==> src/hw/rtl/twes_pkg.sv <==
// Shared constants for the timed window event scheduler.
package twes_pkg;

  localparam int CAPACITY_DEF = 16;

  localparam int TIME_W     = 32;
  localparam int ID_W       = 32;
  localparam int KIND_W     = 3;
  localparam int IN_DATA_W  = 128;
  localparam int OUT_DATA_W = 64;

  typedef logic [KIND_W-1:0] kind_t;

  localparam kind_t KIND_START     = 3'd0;
  localparam kind_t KIND_END       = 3'd1;
  localparam kind_t KIND_ACCEPT    = 3'd2;
  localparam kind_t KIND_BAD_ORDER = 3'd3;
  localparam kind_t KIND_FULL      = 3'd4;

  localparam logic OP_ADD  = 1'b0;
  localparam logic OP_TICK = 1'b1;

endpackage

==> src/hw/rtl/timed_window_event_scheduler.sv <==
// Timed window event scheduler: window table with one-slot-per-cycle search.
//
// Input stream (in_*): in_tuser is the opcode (add or tick); in_tdata carries
// window_id, open_time, close_time and now_time. One request is taken at a time;
// in_tready is high only while the block is idle.
// Output stream (out_*): out_tuser is the event kind, out_tdata the window id
// and event time, out_tlast marks the final result of one request.
// An add gives its one result through the ST_ADD state, which loads it into
// the output register once the receiver has freed it. A tick runs repeated
// search passes over the table; each pass reads one slot per cycle through
// the single read port of the slot memory. A quiet tick gives no result at all.
// Every tick result waits in a one-entry hold register until the next one is
// found, so tlast can be set on the final one.
// Reset (rst_n low, synchronous) empties the table and clears the insertion
// counter; no clearing pass is needed.
// When the receiver stalls, the search halts before the next result would
// overwrite the output register and resumes when it drains.
module timed_window_event_scheduler
  import twes_pkg::*;
#(
  parameter int CAPACITY = CAPACITY_DEF
) (
  input  logic                  clk,
  input  logic                  rst_n,
  input  logic                  in_tvalid,
  output logic                  in_tready,
  // [31:0] window_id, [63:32] open_time, [95:64] close_time, [127:96] now_time
  input  logic [IN_DATA_W-1:0]  in_tdata,
  // [0] opcode
  input  logic                  in_tuser,
  output logic                  out_tvalid,
  input  logic                  out_tready,
  // [31:0] event_id, [63:32] event_time
  output logic [OUT_DATA_W-1:0] out_tdata,
  // [2:0] event_kind
  output logic [KIND_W-1:0]     out_tuser,
  output logic                  out_tlast
);

  localparam int IDX_W = $clog2(CAPACITY);
  localparam logic [IDX_W-1:0] LAST_IDX = IDX_W'(CAPACITY - 1);

  localparam logic [1:0] ST_IDLE = 2'd0;
  localparam logic [1:0] ST_ADD  = 2'd1;
  localparam logic [1:0] ST_SCAN = 2'd2;
  localparam logic [1:0] ST_RES  = 2'd3;

  // control state
  logic [1:0]          state_r, state_nxt;
  logic                phase_r, phase_nxt;       // 0 start pass, 1 end pass
  logic                iss_r, iss_nxt;
  logic                rd_vld_r, rd_vld_nxt;
  logic                best_found_r, best_found_nxt;
  logic                pend_vld_r, pend_vld_nxt;
  logic                out_valid_r, out_valid_nxt;
  logic [CAPACITY-1:0] valid_r, valid_nxt;
  logic [CAPACITY-1:0] started_r, started_nxt;
  logic [TIME_W-1:0]   ins_cnt_r, ins_cnt_nxt;
  logic [IDX_W-1:0]    scan_idx_r, scan_idx_nxt;

  // payload
  logic [ID_W-1:0]     id_r, id_nxt;
  logic [TIME_W-1:0]   beg_r, beg_nxt;
  logic [TIME_W-1:0]   fin_r, fin_nxt;
  logic [TIME_W-1:0]   now_r, now_nxt;
  logic [IDX_W-1:0]    rd_idx_r, rd_idx_nxt;
  logic [IDX_W-1:0]    best_idx_r, best_idx_nxt;
  logic [TIME_W-1:0]   best_key_r, best_key_nxt;
  logic [TIME_W-1:0]   best_ord_r, best_ord_nxt;
  logic [ID_W-1:0]     best_id_r, best_id_nxt;
  logic [ID_W-1:0]     pend_id_r, pend_id_nxt;
  kind_t               pend_kind_r, pend_kind_nxt;
  kind_t               out_kind_r, out_kind_nxt;
  logic [ID_W-1:0]     out_id_r, out_id_nxt;
  logic [TIME_W-1:0]   out_time_r, out_time_nxt;
  logic                out_last_r, out_last_nxt;

  // slot memory
  logic [ID_W-1:0]     id_mem  [CAPACITY];
  logic [TIME_W-1:0]   beg_mem [CAPACITY];
  logic [TIME_W-1:0]   fin_mem [CAPACITY];
  logic [TIME_W-1:0]   ord_mem [CAPACITY];
  logic [ID_W-1:0]     rd_id_r;
  logic [TIME_W-1:0]   rd_beg_r;
  logic [TIME_W-1:0]   rd_fin_r;
  logic [TIME_W-1:0]   rd_ord_r;
  logic                mem_we;

  logic                free_any;
  logic [IDX_W-1:0]    free_idx;
  logic                out_free;
  logic                bad_order;
  logic                add_ok;
  logic [TIME_W-1:0]   rd_key;
  logic                elig;
  logic                better;
  logic                res_go;

  assign in_tready  = (state_r == ST_IDLE);
  assign out_tvalid = out_valid_r;
  assign out_tdata  = {out_time_r, out_id_r};
  assign out_tuser  = out_kind_r;
  assign out_tlast  = out_last_r;

  assign out_free  = !out_valid_r || out_tready;
  assign bad_order = (beg_r >= fin_r);
  assign add_ok    = !bad_order && free_any;
  assign mem_we    = (state_r == ST_ADD) && out_free && add_ok;

  // lowest free slot
  always_comb begin
    free_idx = '0;
    for (int i = CAPACITY - 1; i >= 0; i--) begin
      if (!valid_r[i]) free_idx = IDX_W'(i);
    end
    free_any = ~&valid_r;
  end

  // shared compare unit for the slot search
  assign rd_key = phase_r ? rd_fin_r : rd_beg_r;
  assign elig   = valid_r[rd_idx_r] && (phase_r || !started_r[rd_idx_r]) &&
                  (rd_key <= now_r);
  assign better = !best_found_r || (rd_key < best_key_r) ||
                  ((rd_key == best_key_r) && (rd_ord_r < best_ord_r));

  // a found window may be committed once the hold register can be emptied
  assign res_go = best_found_r && (!pend_vld_r || out_free);

  always_comb begin
    state_nxt      = state_r;
    phase_nxt      = phase_r;
    iss_nxt        = iss_r;
    rd_vld_nxt     = iss_r && (state_r == ST_SCAN);
    best_found_nxt = best_found_r;
    pend_vld_nxt   = pend_vld_r;
    out_valid_nxt  = out_valid_r;
    valid_nxt      = valid_r;
    started_nxt    = started_r;
    ins_cnt_nxt    = ins_cnt_r;
    scan_idx_nxt   = scan_idx_r;
    id_nxt         = id_r;
    beg_nxt        = beg_r;
    fin_nxt        = fin_r;
    now_nxt        = now_r;
    rd_idx_nxt     = scan_idx_r;
    best_idx_nxt   = best_idx_r;
    best_key_nxt   = best_key_r;
    best_ord_nxt   = best_ord_r;
    best_id_nxt    = best_id_r;
    pend_id_nxt    = pend_id_r;
    pend_kind_nxt  = pend_kind_r;
    out_kind_nxt   = out_kind_r;
    out_id_nxt     = out_id_r;
    out_time_nxt   = out_time_r;
    out_last_nxt   = out_last_r;

    if (out_valid_r && out_tready) out_valid_nxt = 1'b0;

    case (state_r)
      ST_IDLE: begin
        if (in_tvalid) begin
          id_nxt  = in_tdata[31:0];
          beg_nxt = in_tdata[63:32];
          fin_nxt = in_tdata[95:64];
          now_nxt = in_tdata[127:96];
          if (in_tuser == OP_TICK) begin
            state_nxt      = ST_SCAN;
            phase_nxt      = 1'b0;
            scan_idx_nxt   = '0;
            iss_nxt        = 1'b1;
            best_found_nxt = 1'b0;
            pend_vld_nxt   = 1'b0;
          end else begin
            state_nxt = ST_ADD;
          end
        end
      end
      ST_ADD: begin
        if (out_free) begin
          out_valid_nxt = 1'b1;
          out_last_nxt  = 1'b1;
          out_id_nxt    = id_r;
          out_time_nxt  = '0;
          if (bad_order) begin
            out_kind_nxt = KIND_BAD_ORDER;
          end else if (!free_any) begin
            out_kind_nxt = KIND_FULL;
          end else begin
            out_kind_nxt          = KIND_ACCEPT;
            valid_nxt[free_idx]   = 1'b1;
            started_nxt[free_idx] = 1'b0;
            ins_cnt_nxt           = ins_cnt_r + 1'b1;
          end
          state_nxt = ST_IDLE;
        end
      end
      ST_SCAN: begin
        if (iss_r) begin
          if (scan_idx_r == LAST_IDX) iss_nxt = 1'b0;
          else scan_idx_nxt = scan_idx_r + 1'b1;
        end
        if (rd_vld_r && elig && better) begin
          best_found_nxt = 1'b1;
          best_idx_nxt   = rd_idx_r;
          best_key_nxt   = rd_key;
          best_ord_nxt   = rd_ord_r;
          best_id_nxt    = rd_id_r;
        end
        if (rd_vld_r && (rd_idx_r == LAST_IDX)) state_nxt = ST_RES;
      end
      ST_RES: begin
        if (best_found_r) begin
          if (res_go) begin
            if (pend_vld_r) begin
              out_valid_nxt = 1'b1;
              out_last_nxt  = 1'b0;
              out_kind_nxt  = pend_kind_r;
              out_id_nxt    = pend_id_r;
              out_time_nxt  = now_r;
            end
            pend_vld_nxt  = 1'b1;
            pend_id_nxt   = best_id_r;
            pend_kind_nxt = phase_r ? KIND_END : KIND_START;
            if (phase_r) begin
              valid_nxt[best_idx_r]   = 1'b0;
              started_nxt[best_idx_r] = 1'b0;
            end else begin
              started_nxt[best_idx_r] = 1'b1;
            end
            state_nxt      = ST_SCAN;
            scan_idx_nxt   = '0;
            iss_nxt        = 1'b1;
            best_found_nxt = 1'b0;
          end
        end else if (!phase_r) begin
          phase_nxt    = 1'b1;
          state_nxt    = ST_SCAN;
          scan_idx_nxt = '0;
          iss_nxt      = 1'b1;
        end else if (!pend_vld_r) begin
          state_nxt = ST_IDLE;
        end else if (out_free) begin
          out_valid_nxt = 1'b1;
          out_last_nxt  = 1'b1;
          out_kind_nxt  = pend_kind_r;
          out_id_nxt    = pend_id_r;
          out_time_nxt  = now_r;
          pend_vld_nxt  = 1'b0;
          state_nxt     = ST_IDLE;
        end
      end
      default: state_nxt = ST_IDLE;
    endcase
  end

  always_ff @(posedge clk) begin
    if (!rst_n) begin
      state_r      <= ST_IDLE;
      phase_r      <= 1'b0;
      iss_r        <= 1'b0;
      rd_vld_r     <= 1'b0;
      best_found_r <= 1'b0;
      pend_vld_r   <= 1'b0;
      out_valid_r  <= 1'b0;
      valid_r      <= '0;
      started_r    <= '0;
      ins_cnt_r    <= '0;
      scan_idx_r   <= '0;
    end else begin
      state_r      <= state_nxt;
      phase_r      <= phase_nxt;
      iss_r        <= iss_nxt;
      rd_vld_r     <= rd_vld_nxt;
      best_found_r <= best_found_nxt;
      pend_vld_r   <= pend_vld_nxt;
      out_valid_r  <= out_valid_nxt;
      valid_r      <= valid_nxt;
      started_r    <= started_nxt;
      ins_cnt_r    <= ins_cnt_nxt;
      scan_idx_r   <= scan_idx_nxt;
    end
  end

  always_ff @(posedge clk) begin
    id_r        <= id_nxt;
    beg_r       <= beg_nxt;
    fin_r       <= fin_nxt;
    now_r       <= now_nxt;
    rd_idx_r    <= rd_idx_nxt;
    best_idx_r  <= best_idx_nxt;
    best_key_r  <= best_key_nxt;
    best_ord_r  <= best_ord_nxt;
    best_id_r   <= best_id_nxt;
    pend_id_r   <= pend_id_nxt;
    pend_kind_r <= pend_kind_nxt;
    out_kind_r  <= out_kind_nxt;
    out_id_r    <= out_id_nxt;
    out_time_r  <= out_time_nxt;
    out_last_r  <= out_last_nxt;
  end

  // slot memory: one write port for adds, one registered read port for the search
  always_ff @(posedge clk) begin
    if (mem_we) begin
      id_mem[free_idx]  <= id_r;
      beg_mem[free_idx] <= beg_r;
      fin_mem[free_idx] <= fin_r;
      ord_mem[free_idx] <= ins_cnt_r;
    end
    rd_id_r  <= id_mem[scan_idx_r];
    rd_beg_r <= beg_mem[scan_idx_r];
    rd_fin_r <= fin_mem[scan_idx_r];
    rd_ord_r <= ord_mem[scan_idx_r];
  end

  a_started_in_valid: assert property (@(posedge clk) disable iff (!rst_n)
    (started_r & ~valid_r) == '0)
    else $error("started flag set on an empty slot");

  a_idle_no_pending: assert property (@(posedge clk) disable iff (!rst_n)
    state_r == ST_IDLE |-> !pend_vld_r)
    else $error("held result left behind at end of tick");

  a_read_only_in_scan: assert property (@(posedge clk) disable iff (!rst_n)
    rd_vld_r |-> state_r == ST_SCAN)
    else $error("slot read returned outside a search pass");

  a_add_fills_slot: assert property (@(posedge clk) disable iff (!rst_n)
    mem_we |=> $countones(valid_r) == $past($countones(valid_r)) + 1)
    else $error("accepted add did not occupy exactly one slot");

  a_end_frees_slot: assert property (@(posedge clk) disable iff (!rst_n)
    (state_r == ST_RES) && res_go && phase_r |=> !valid_r[$past(best_idx_r)])
    else $error("ended window still holds its slot");

endmodule
==> config.mk <==
export PLATFORM = sky130hd
export DESIGN_NAME = timed_window_event_scheduler
export DESIGN_NICKNAME = d
export VERILOG_FILES = /design/src/hw/rtl/twes_pkg.sv /design/src/hw/rtl/timed_window_event_scheduler.sv
export SDC_FILE = /design/constraint.sdc
export NUM_CORES = 2
export LEC_CHECK = 0
export ABC_AREA = 1
export BUFFER_PORTS_ARGS = -buffer_cell sky130_fd_sc_hd__buf_2
export CORE_UTILIZATION = 55
export DETAILED_ROUTE_END_ITERATION = 8
export PLACE_DENSITY = 0.73
export SLEW_MARGIN = 20
export SYNTH_ARGS = -nofsm -noshare
export SYNTH_HDL_FRONTEND = slang
export SYNTH_SLANG_ARGS = --single-unit
==> constraint.sdc <==
create_clock -name clk -period 34.9 [get_ports clk]
set_input_delay 1.745 -clock clk [delete_from_list [all_inputs] [get_ports clk]]
set_output_delay 1.745 -clock clk [all_outputs]
set_load 0.02 [all_outputs]
* Word-level counts from Yosys, hierarchy flattened *
Memories as Yosys holds them, arrays and structs flattened. A register that Yosys moved wholly into a read port is not among the register bits.
Cells that the tools add are included.

word-level totals
  bits in registers = 411
  RAM bits = 2,048
  bits of input ports = 133
  word-level logic and storage cells = 239
  memories = 4

cells by class
  $add $sub $neg = 2
  order comparisons = 9
  equal/unequal tests = 24
  muxes and demuxes = 121
  bitwise gates (word level) = 9
  reductions and logical operators = 44

memories
  name     depth  bits a word  rd ports  clocked after memory_dff  wr ports  line                                RTL
  beg_mem  16     32           1         1                         1         timed_window_event_scheduler.sv:80  logic [TIME_W-1:0] beg_mem [CAPACITY];
  fin_mem  16     32           1         1                         1         timed_window_event_scheduler.sv:81  logic [TIME_W-1:0] fin_mem [CAPACITY];
  id_mem   16     32           1         1                         1         timed_window_event_scheduler.sv:79  logic [ID_W-1:0] id_mem [CAPACITY];
  ord_mem  16     32           1         1                         1         timed_window_event_scheduler.sv:82  logic [TIME_W-1:0] ord_mem [CAPACITY];

operators with widths
  operator                                                                       number
  32-bit two-way mux                                                             15
  16-bit two-way mux                                                             12
  32-bit case mux with 2 select lines                                            2
  4-bit two-way mux                                                              23
  32-bit less-than comparator                                                    2
  16-bit case mux with 2 select lines                                            2
  16-bit bitwise AND                                                             3
  1-bit two-way mux                                                              37
  32-bit by 1-bit adder with 32-bit output (second input constant)               1
  32-bit == test                                                                 1
  32-bit greater-or-equal comparator                                             1
  32-bit <= comparator                                                           1
  16-bit inverter                                                                2
  16-bit bitwise OR                                                              2
  3-bit two-way mux                                                              9
  2-bit inequality test (second input constant)                                  11
  2-bit two-way mux                                                              8
  16-bit AND reduction                                                           1
  4-bit AND reduction                                                            4
  4-bit by 5-bit less-than comparator with 1-bit output (second input constant)  3
  1-bit logical AND                                                              14
  7-bit AND reduction                                                            2
  3-bit inequality test (second input constant)                                  4
  4-bit case mux with 3 select lines                                             1
  22 further kinds                                                               48

* Logic depth before layout (Yosys ltp) *
  word-level depth = 26
  depth in mapped cells = 21

* Worst setup path after synthesis *
OpenSTA, ideal clock, no wires.

  path kind = input to register
  start = input port out_tready
  end = register out_id_r[0] (enable)
  setup time = 0.850 ns
  arrival = 12.512 ns
  required time = 34.050 ns
  slack = 21.538 ns
  cell stages on the path = 6
  cells stage by stage = nor2_1 inv_1 nor2_1 inv_1 nor2_1 a2111oi_0

on the way
  longest elaborated chain between the ends = 5

ends and longest elaborated chain
  what                                      line                                 RTL
  from (decl)                               timed_window_event_scheduler.sv:32   input logic out_tready,
  1-bit logical OR (*)                      timed_window_event_scheduler.sv:105  assign out_free = !out_valid_r || out_tready;
  1-bit logical OR                          timed_window_event_scheduler.sv:127  assign res_go = best_found_r && (!pend_vld_r || out_free);
  1-bit logical AND                         timed_window_event_scheduler.sv:127
  3-bit inequality test (no source line)    n/a
  6-bit AND reduction (no source line) (*)  n/a
  to (signal assigned)                      timed_window_event_scheduler.sv:297  out_id_r <= out_id_nxt;
  to (decl)                                 timed_window_event_scheduler.sv:74   logic [ID_W-1:0] out_id_r, out_id_nxt;

Mark *: on every way between the ends. The rest lies on a longest branch, timed or not.
A chain may end at the register's enable or synchronous reset.

==> flow_summary_export.csv <==
group,metric,value,unit
drt,vias_per_cell,6.34,
cts,cts.sinks,2585,
die,die_w,428,um
cts,clk_path_buf_depth,3,
sta,period_share,18.0,%
place,hpwlAfterDp,142000,um
power,clkPwrFrac,38.7,%
power,power_frac_seq,51.8,%
cts,hold_buffers,0,
sta,tns,0,ns
cts,cts_tree,"done",
yosys,syn_area_per_cell,13.3,um^2
power,power.switching,1.66,mW
power,p_comb_share,9.5,%
cells_and_area,final_cells,10200,
cells_and_area,layout.cells.most_common,"edfxtp_1",
cells_and_area,final_nets,7866,
power,p_sw_share,24.3,%
worst_setup_path,cp-start-kind,"flop",
sta,hold_viol,0,
grt,overflow,0,
worst_setup_path,cp.arrival,7.09,ns
place,gp_congestion,0.862,
worst_setup_path,worstSetupPathType,"reg2reg",
yosys,ys_warn_count,0,
hold_path,hold_end,"best_id_r[22]",
worst_setup_path,reg2reg_from,"rd_idx_nxt[0]",
drt,vias,64600,
grt,first_global_vias,61400,
worst_setup_path,endpoint_kind,"flop",
drt,drc,0,
power,powerDensity,61.4,nW/um^2
sta,finalMaxSlewViolations,0,
worst_setup_path,reg2reg_depth,10,
yosys,synth_cell_type_count,47,
grt,grt_pass1_wl,395000,um
cells_and_area,final_cell_mix,"edfxtp_1, nor2_1, o21ai_0, nand2_1, o22ai_1",
cts,ctsResizeCount,0,
place,post_dp_cell_area,103000,um^2
cts,cts_buffers,237,
cells_and_area,postLayoutCellArea,111000,um^2
yosys,synth_cells,7534,
sta,fmax,159,MHz
cts,clkSlewWorstSetupHoldPaths,0.06,ns
die,ios,203,
die,die_area,183000,um^2
hold_path,hold_path_startpoint,"rd_id_r[22]",
hold_path,worst_hold_path.num_cells,0,
yosys,ys.flop_type,"edfxtp_1",
yosys,ys_seq_area_share,75.6,%
power,internal-power,5.17,mW
die,std_cell_rows,156,
grt,grt_use_total,28.9,%
place,dp_cells,9735,
cells_and_area,utilization,61.6,%
yosys,ys_ff_latch,2585,
sta,clock_skew,0.0431,ns
grt,grt_max_degree,170,
sta,whs,0.399,ns
cts,post_cts_buffers,0,
drt,wl_per_cell,26.5,um
worst_setup_path,rrSetupSlack,28.62,ns
worst_setup_path,r2r_end,"rd_id_r[14]",
yosys,syn_nets,7796,
yosys,synth_edf_count,2377,
drt,wirelength,270000,um
cts,ctsRootBufferMaster,"clkbuf_16",
sta,setup_viol,0,
hold_path,hp-class,"reg2reg",
yosys,synth_area,100000,um^2
worst_setup_path,cp_max_fo,97,
sta,max_slew_margin,21.1,%
die,die_y,428,um
sta,worst_slew_pin_slew,1.18,ns
die,core_area,181000,um^2
place,port_buffers,202,
drt,final_antenna_net_count,0,
die,initial_core_util,55.4,%
sta,fin_crit,6.28,ns
power,ir_drop,0.0523,mV
cells_and_area,drive_gt1_share,9.03,%
flow_run,drv_cap,0,
cells_and_area,area_delta_synth_final,11.3,%
cts,htree_levels,4,
power,power.leakage,38.5,nW
grt,antenna_found_initial,37,
cells_and_area,fill_cells,13000,
sta,rsz0062_at_grt,"no",
outcome,status,"completed",
drt,first_pass_iters,8,
cts,clock_latency,0.88,ns
worst_setup_path,critPathRequiredTime,35.71,ns
yosys,async_flop_share,0,%
drt,drt_iter0_drc,9602,
-- power by group through the flow --
stage                     Combinational (mW)  Clock [mW]  Sequential, mW
after global placement                 0.615           0            3.60
final                                  0.651        2.64            3.54
after detailed placement               0.634           0            3.61
after global routing                   0.712        2.78            3.55
after CTS                              0.641        2.66            3.54
after floorplan                        0.419           0            3.58
-- worst max-delay path by stage --
stage             startpoint         endpoint  slack, ns
2_1_floorplan     out_tready      out_id_r[0]      21.54
3_3_place_gp        fin_r[1]  beg_mem[13][18]      28.94
3_5_place_dp        fin_r[1]  beg_mem[13][18]      28.89
4_1_cts             fin_r[1]  fin_mem[13][18]      28.83
5_1_grt        rd_idx_nxt[0]     rd_beg_r[17]      28.36
6_report       rd_idx_nxt[0]      rd_id_r[14]      28.62
-- cells in the mapped netlist (all sizes together) (2+ instances only) --
library cell | n | area, um^2
a2111oi | 2 | 36.3
a211oi | 4 | 30.0
a21oi | 138 | 691
a221oi | 2 | 17.5
a31oi | 5 | 37.5
buf | 40 | 180
clkbuf | 430 | 1610
clkinv | 3 | 11.3
dfxtp | 208 | 4160
edfxtp | 2377 | 71400
ha | 129 | 1610
inv | 290 | 1090
mux2i | 20 | 200
nand2 | 477 | 1790
nand3 | 130 | 651
nand3b | 7 | 52.6
nand4 | 28 | 175
nor2 | 1302 | 4890
nor3 | 30 | 150
nor4 | 6 | 43.8
o211ai | 107 | 803
o21a | 5 | 37.5
o21ai | 1224 | 6130
o221ai | 225 | 1970
o22ai | 324 | 2030
o31ai | 3 | 22.5
o32ai | 3 | 26.3
xnor2 | 4 | 35.0
xor2 | 3 | 26.3
-- through the flow --
step | setup WS (ns) | power, mW
floorplan | 21.54 | 4.00
global placement | 28.94 | 4.22
detailed placement | 28.89 | 4.24
CTS | 28.83 | 6.84
global route | 28.36 | 7.04
finish | 28.62 | 6.84
-- cell type report --
cell class	count	area (um^2)	area share (%)
diodes	9	22.5	0.0202
clock buffers	335	6650	5.98
clock inverters	116	1340	1.21
inverters	293	1130	1.02
multi-input cells	4186	21700	19.5
flip-flops and latches	2585	75600	67.9
well taps	2370	2970	2.67
repair buffers	301	1910	1.71
-- routing by layer --
| layer | track usage, % | up-vias | share of wire [%] |
|---|---|---|---|
| met1 | 40.6 | 31800 | 38 |
| met2 | 44.8 | 4155 | 46 |
| met3 | 5.28 | 598 | 11 |
| met5 | 0 | - | 0.032 |
| li1 | - | 28100 | - |
| met4 | 12.1 | 12 | 4.2 |
-- flip-flops by register name, summed over array words and instances (netlist names), 512 cells and up, named ones only --
register and cells:
beg_mem 512, ord_mem 512, id_mem 512, fin_mem 512
-- worst max-delay path, stage by stage (launching register included) --
cell      delay [ns]
dfxtp_4         0.37
buf_4           0.69
buf_4           0.74
buf_4           0.73
buf_4           0.89
buf_4           0.84
buf_4           0.82
o21ai_0         0.28
o22ai_1         0.25
o211ai_1        0.12
nand2_1         0.11
-- cell families after synthesis --
| group | synth area share (%) |
|---|---|
| flops | 75.6 |
| compound gates | 11.9 |
| simple gates | 7.79 |
| buf+inv | 2.90 |
| fa+ha+maj | 1.61 |
| mux | 0.200 |
| xor+xnor | 0.0613 |
No activity file was read; power rests on OpenSTA's default activity.
